===== src/bssc_pkg.sv =====
// Shared types and constants for the BDF2 step-size controller.
// Used by the multiply-divide unit, the top-level sequencer and the testbench.
package bssc_pkg;

  localparam int MAX_ITER  = 16;
  localparam int FRAC_BITS = 24;
  localparam int ITER_W    = $clog2(MAX_ITER + 1);

  localparam logic [63:0] ONE_Q32 = 64'h0000_0001_0000_0000;
  localparam logic [63:0] R_CAP   = 64'h0000_0200_0000_0000;
  localparam logic [63:0] PQ_CAP  = 64'h0010_0000_0000_0000;
  localparam logic [63:0] T_CAP   = 64'h0100_0000_0000_0000;
  localparam logic [9:0]  TOL_INV = 10'd1000;

  // Register indexes of the configuration port.
  localparam logic [1:0] REG_RATIO_MIN    = 2'd0;
  localparam logic [1:0] REG_RATIO_MAX    = 2'd1;
  localparam logic [1:0] REG_REJECT_LIMIT = 2'd2;
  localparam logic [1:0] REG_ERROR_FLOOR  = 2'd3;

  // Request to the shared multiply-divide unit: floor(a*b/d), saturated.
  typedef struct packed {
    logic        start;
    logic [63:0] a;
    logic [63:0] b;
    logic [63:0] d;
  } md_req_t;

  typedef struct packed {
    logic        done;
    logic [63:0] q;
  } md_rsp_t;

endpackage


===== src/bssc_muldiv.sv =====
// Shared multiply-divide unit: 64x64 product from four 32x32 partial products, then a
// restoring divide one quotient bit per cycle; divisors 2^32 and 2^FRAC_BITS are shifts.
// Depends on bssc_pkg.
module bssc_muldiv (
  input  logic             clk,
  input  logic             rst,
  input  bssc_pkg::md_req_t req,
  output bssc_pkg::md_rsp_t rsp
);

  typedef enum logic [1:0] {M_IDLE, M_MUL, M_CHK, M_DIV} mstate_t;

  mstate_t      state;
  logic [2:0]   step;
  logic [6:0]   cnt;
  logic [63:0]  op_a, op_b, op_d;
  logic [63:0]  pp;
  logic [6:0]   pp_sh;
  logic [127:0] prod;
  logic [63:0]  rem, lo, quo;
  logic [31:0]  ma, mb;
  logic [6:0]   msh;
  logic [64:0]  rem_sh;
  logic         take;

  // Operand halves for the current partial product.
  always_comb begin
    unique case (step[1:0])
      2'd0: begin ma = op_a[31:0];  mb = op_b[31:0];  msh = 7'd0;  end
      2'd1: begin ma = op_a[31:0];  mb = op_b[63:32]; msh = 7'd32; end
      2'd2: begin ma = op_a[63:32]; mb = op_b[31:0];  msh = 7'd32; end
      default: begin ma = op_a[63:32]; mb = op_b[63:32]; msh = 7'd64; end
    endcase
  end

  // One divide step on the shifted partial remainder.
  assign rem_sh = {rem, lo[63]};
  assign take   = rem_sh >= {1'b0, op_d};

  always_ff @(posedge clk) begin
    if (rst) begin
      state    <= M_IDLE;
      rsp.done <= 1'b0;
    end else begin
      rsp.done <= 1'b0;
      unique case (state)
        M_IDLE: begin
          if (req.start) begin
            op_a  <= req.a;
            op_b  <= req.b;
            op_d  <= req.d;
            prod  <= '0;
            step  <= '0;
            state <= M_MUL;
          end
        end
        M_MUL: begin
          // Multiply into the pp register, accumulate the registered product the next.
          if (step < 3'd4) begin
            pp    <= ma * mb;
            pp_sh <= msh;
          end
          if (step != 3'd0) prod <= prod + ({64'd0, pp} << pp_sh);
          step <= step + 3'd1;
          if (step == 3'd4) state <= M_CHK;
        end
        M_CHK: begin
          if (op_d == 64'd0 || prod[127:64] >= op_d) begin
            rsp.q    <= '1;
            rsp.done <= 1'b1;
            state    <= M_IDLE;
          end else if (op_d == bssc_pkg::ONE_Q32) begin
            // Divisors 2^32 and 2^FRAC_BITS need only a shift of the product.
            rsp.q    <= prod[95:32];
            rsp.done <= 1'b1;
            state    <= M_IDLE;
          end else if (op_d == (64'd1 << bssc_pkg::FRAC_BITS)) begin
            rsp.q    <= prod[bssc_pkg::FRAC_BITS +: 64];
            rsp.done <= 1'b1;
            state    <= M_IDLE;
          end else begin
            rem   <= prod[127:64];
            lo    <= prod[63:0];
            quo   <= '0;
            cnt   <= '0;
            state <= M_DIV;
          end
        end
        default: begin
          rem <= take ? 64'(rem_sh - {1'b0, op_d}) : rem_sh[63:0];
          lo  <= lo << 1;
          quo <= {quo[62:0], take};
          cnt <= cnt + 7'd1;
          if (cnt == 7'd63) begin
            rsp.q    <= {quo[62:0], take};
            rsp.done <= 1'b1;
            state    <= M_IDLE;
          end
        end
      endcase
    end
  end

endmodule


===== config.mk =====
export PLATFORM = sky130hd
export DESIGN_NAME = bssc_muldiv
export DESIGN_NICKNAME = d
export VERILOG_FILES = /design/src/bssc_pkg.sv /design/src/bssc_muldiv.sv
export SDC_FILE = /design/constraint.sdc
export NUM_CORES = 2
export LEC_CHECK = 0
export BUFFER_PORTS_ARGS = -buffer_cell sky130_fd_sc_hd__buf_2
export CORE_MARGIN = 2
export CORE_UTILIZATION = 55
export CTS_CLUSTER_DIAMETER = 30
export DETAILED_ROUTE_END_ITERATION = 7
export GPL_TIMING_DRIVEN = 0
export PLACE_DENSITY_LB_ADDON = 0.3
export SLEW_MARGIN = 20
export SYNTH_ARGS = -nofsm -noshare
export SYNTH_HDL_FRONTEND = slang
export SYNTH_SLANG_ARGS = --single-unit

===== constraint.sdc =====
create_clock -name clk -period 43.5 [get_ports clk]
set_input_delay 13.05 -clock clk [delete_from_list [all_inputs] [get_ports clk]]
set_output_delay 13.05 -clock clk [all_outputs]
set_load 0.005 [all_outputs]

==> summary.md <==
| Metric | Value |
|---|---|
| Outcome | `completed` |
| Die Y | `367.6 um` |
| Skew final | `0.07549 ns` |
| Synthesis-to-layout area growth | `13.34%` |
| Cell mode on critical path | `buf_2` |
| Number of global-route vias before repair | `62760` |
| Number of remaining DRC errors | `0` |
| First drt pass iteration count | `7` |
| Global-route wire length before repair | `just over 400 mm` |
| Io pins | `260` |
| WP buf/inv | `22` |
| Critical path peak fanout | `9` |
| Seq cells post-synth | `654` |
| Yosys cell types | `85` |
| Fill cells | `10830` |
| Clk_lat worst skew | `0.82 ns` |
| Root buf cell | `clkbuf_16` |
| Ratio of cells with drive above 1 in the final layout | `under 10%` |
| Final min period | `17.98 ns` |
| Die area | `0.1352 sq mm` |
| Final Hold Viols | `0` |
| Post-synth top flop | `edfxtp_1` |
| Number of synthesized flops with an enable pin | `~650` |
| Critical path class | `input pin to register` |
| CTS Sinks | `654` |
| IO buf count | `259` |
| Via count | `61400` |
| DP Wirelength | `230.5 mm` |
| Worst Path Arrival | `about 18 ns` |
| CP required | `43.97 ns` |
| Synth top area share | `26.88%` |
| Final-stage net count | `9825` |
| Critical-path cell list | `buf_2 > nor4b_2 > buf_4 > buf_2 > buf_2 > buf_2 > buf_2 > buf_4 > buf_2 > buf_2 > buf_2 > buf_4 > buf_2 > buf_2 > buf_2 > buf_2 > buf_2 > buf_2 > buf_2 > buf_2 > buf_4 > buf_2 > buf_4` |
| Worst R2R Setup Slack | `30.36 ns` |
| Setup TNS | `0 ns` |
| Largest delay share family, worst path | `buffers and inverters` |
| Horiz. Die Dim | `367.6 um` |
| Final ANT Viol Nets | `0` |
| Core area | `0.1313 sq mm` |
| Post-synthesis net count | `approximately 9400` |
| Clock transition at path regs | `0.05 ns` |
| Routed WL | `between 200 and 300 mm` |
| CTS tree | `yes` |
| Syn. warnings | `0` |
| Cells after Synth | `between 7000 and 8000` |
| Resized cells post-CTS | `0` |
| H-tree depth | `4` |
| Asr flop ratio synth | `0%` |
| Largest net degree at the start of global routing | `58` |
| Post-synth top area cell | `edfxtp_1` |
| Initial Util | `a little under three fifths` |
| Post-Syn Area | `0.07273 sq mm` |
| # rows | `133` |
| RSZ-0062 raised after global routing | `false` |
| DRT iter0 DRCs | `approximately 6400` |
| CTS Buf Count | `145` |
| Largest stage delay, worst path | `just over 0.3 ns` |
| Slowest stage cell, crit path | `nor4b_2` |
| F_max | `55.62 MHz` |
| Worst Max-Slew Pin Slew | `1.339 ns` |
| Gr ovfl total | `0` |
| Sequential fraction of the synthesis area | `26.96%` |
| Final setup viols | `0` |
| GPL Wtd Cong | `1.050` |
| GRT Util Overall | `41.69%` |
| Max Cap Violations | `0` |
| Post-route clock period utilization | `about two fifths` |
| Post-DR wirelength/cell | `27.89 um` |
| CTS max path bufs | `3` |
| CP Launch Type | `input pin` |
| Setup repair bufs after CTS | `0` |
| Vias per inst | `6.087` |
| Nature of the critical path endpoint | `register` |
| Max-slew headroom | `10.76%` |
| Hold_buf cts | `0` |
| Min-Delay Path Class | `register to register` |
| Final slew viol count | `0` |
| Synth area leaders | `edfxtp_1, fa_1, ha_1, nand2_1, inv_1` |
| Initial antenna violation count | `4` |
| Syn_area_per_cell | `approximately 9.4 sq um` |
==> worst reg2reg max path, delay by kind of cell, from the launching register on <==
| kind | cells | cell delay, ns |
|---|---|---|
| and+or+nand+nor | 5 | 2.00 |
| muxes | 1 | 1.03 |
| xor gates and xnor gates | 1 | 0.27 |
| buffers and inverters | 7 | 2.52 |
| adders and majority gates | 10 | 4.63 |
| DFF | 1 | 0.40 |
| AOI/OAI and AO/OA | 5 | 2.07 |
==> sequential cells by signal (all words and copies together), names as in the netlist <==
| signal | cells |
|---|---|
| cnt | 7 |
| quo | 63 |
| state | 2 |
| pp_sh | 2 |
| lo | 64 |
| rsp | 65 |
| rem | 64 |
| op_d | 64 |
| step | 3 |
| op_a | 64 |
| pp | 64 |
| prod | 128 |
| op_b | 64 |
==> through the flow <==
step	setup WS [ns]	hold WS (ns)	utilization [%]	instance area, sq um	instances
global route	25.07	0.5358	62.77	82420	10090
global placement	2.359	0.4960	58.05	76220	9751
floorplan	9.298	0.4907	-	72730	7737
detailed placement	24.79	0.5021	58.93	77380	9817
CTS	25.55	0.4926	62.77	82420	10090
finish	25.52	0.4956	62.78	82420	10090
==> final cells by class <==
cell class              count  area, sq um  area share [%]
clock inverters           113         1370           1.662
flip-flops and latches    654        19610           23.79
inverters                1008         3784           4.590
clock buffers             155         3666           4.448
multi-input cells        5678        48150           58.41
plain buffers             397         1533           1.860
diodes                      2        5.005        0.006072
well taps                1755         2196           2.664
repair buffers            325         2115           2.565
==> final timing paths <==
path | startpoint | endpoint | cells past startpoint
worst max-delay path | rst | op_b[1] | 23
worst min register to register | lo[5] | lo[6] | 2
worst max register to register | step[0] | pp[60] | 29
worst min-delay path | lo[5] | lo[6] | 2
==> cell families (layout without fill, tap and decap cells) <==
group | Yosys count | after routing | synth area share (%)
simple gates | 2568 | 2568 | 15.27
mux | 229 | 229 | 3.267
other cells | 0 | 2 | 0
fa+ha+maj | 1421 | 1421 | 33.72
flops | 654 | 654 | 26.96
buf+inv | 1405 | 1998 | 7.283
xor+xnor | 232 | 232 | 2.794
compound gates | 1228 | 1228 | 10.71
==> Yosys cell counts (7+ instances only) <==
library cell	number
a2111oi_0	8
a211oi_1	17
a21boi_0	12
a21o_1	152
a21oi_1	400
a221o_1	8
a221oi_1	9
a22o_1	32
a31o_2	8
a31oi_1	55
a41oi_1	7
and2_1	130
and3_1	39
and4_1	15
buf_1	8
buf_2	11
clkbuf_1	375
edfxtp_1	651
fa_1	898
ha_1	523
inv_1	1008
mux2_2	67
mux2i_1	162
nand2_1	1043
nand2b_1	34
nand3_1	67
nand4_1	111
nor2_1	917
nor2b_1	66
nor3_1	57
nor4_1	31
o211ai_1	83
o21a_1	39
o21ai_0	234
o21ai_1	10
o21bai_1	63
o221ai_1	7
o31a_1	9
o31ai_1	22
or2_2	12
or3_1	16
or4_1	7
xnor2_1	144
xor2_1	88
==> layout by cell type, fill, tap and decap left out, drive strengths merged, types with 130 or more instances in the layout <==
cell,count
a21o,152
a21oi,400
and2,130
buf,346
clkbuf,531
edfxtp,651
fa,898
ha,523
inv,1041
mux2i,162
nand2,1043
nor2,917
o21ai,244
xnor2,144
==> metal layers <==
layer  vias up  track usage, %  part of all wire, %
met5         -               0                0.035
li1      26640               -                    -
met1     30140           50.46                   37
met3       977           8.949                  8.9
met4         6           30.10                  8.8
met2      3633           66.11                   45
Power is left out: the tool's default activity adds up to more than one toggle a clock period on the data nets, which glitch-free logic cannot reach.
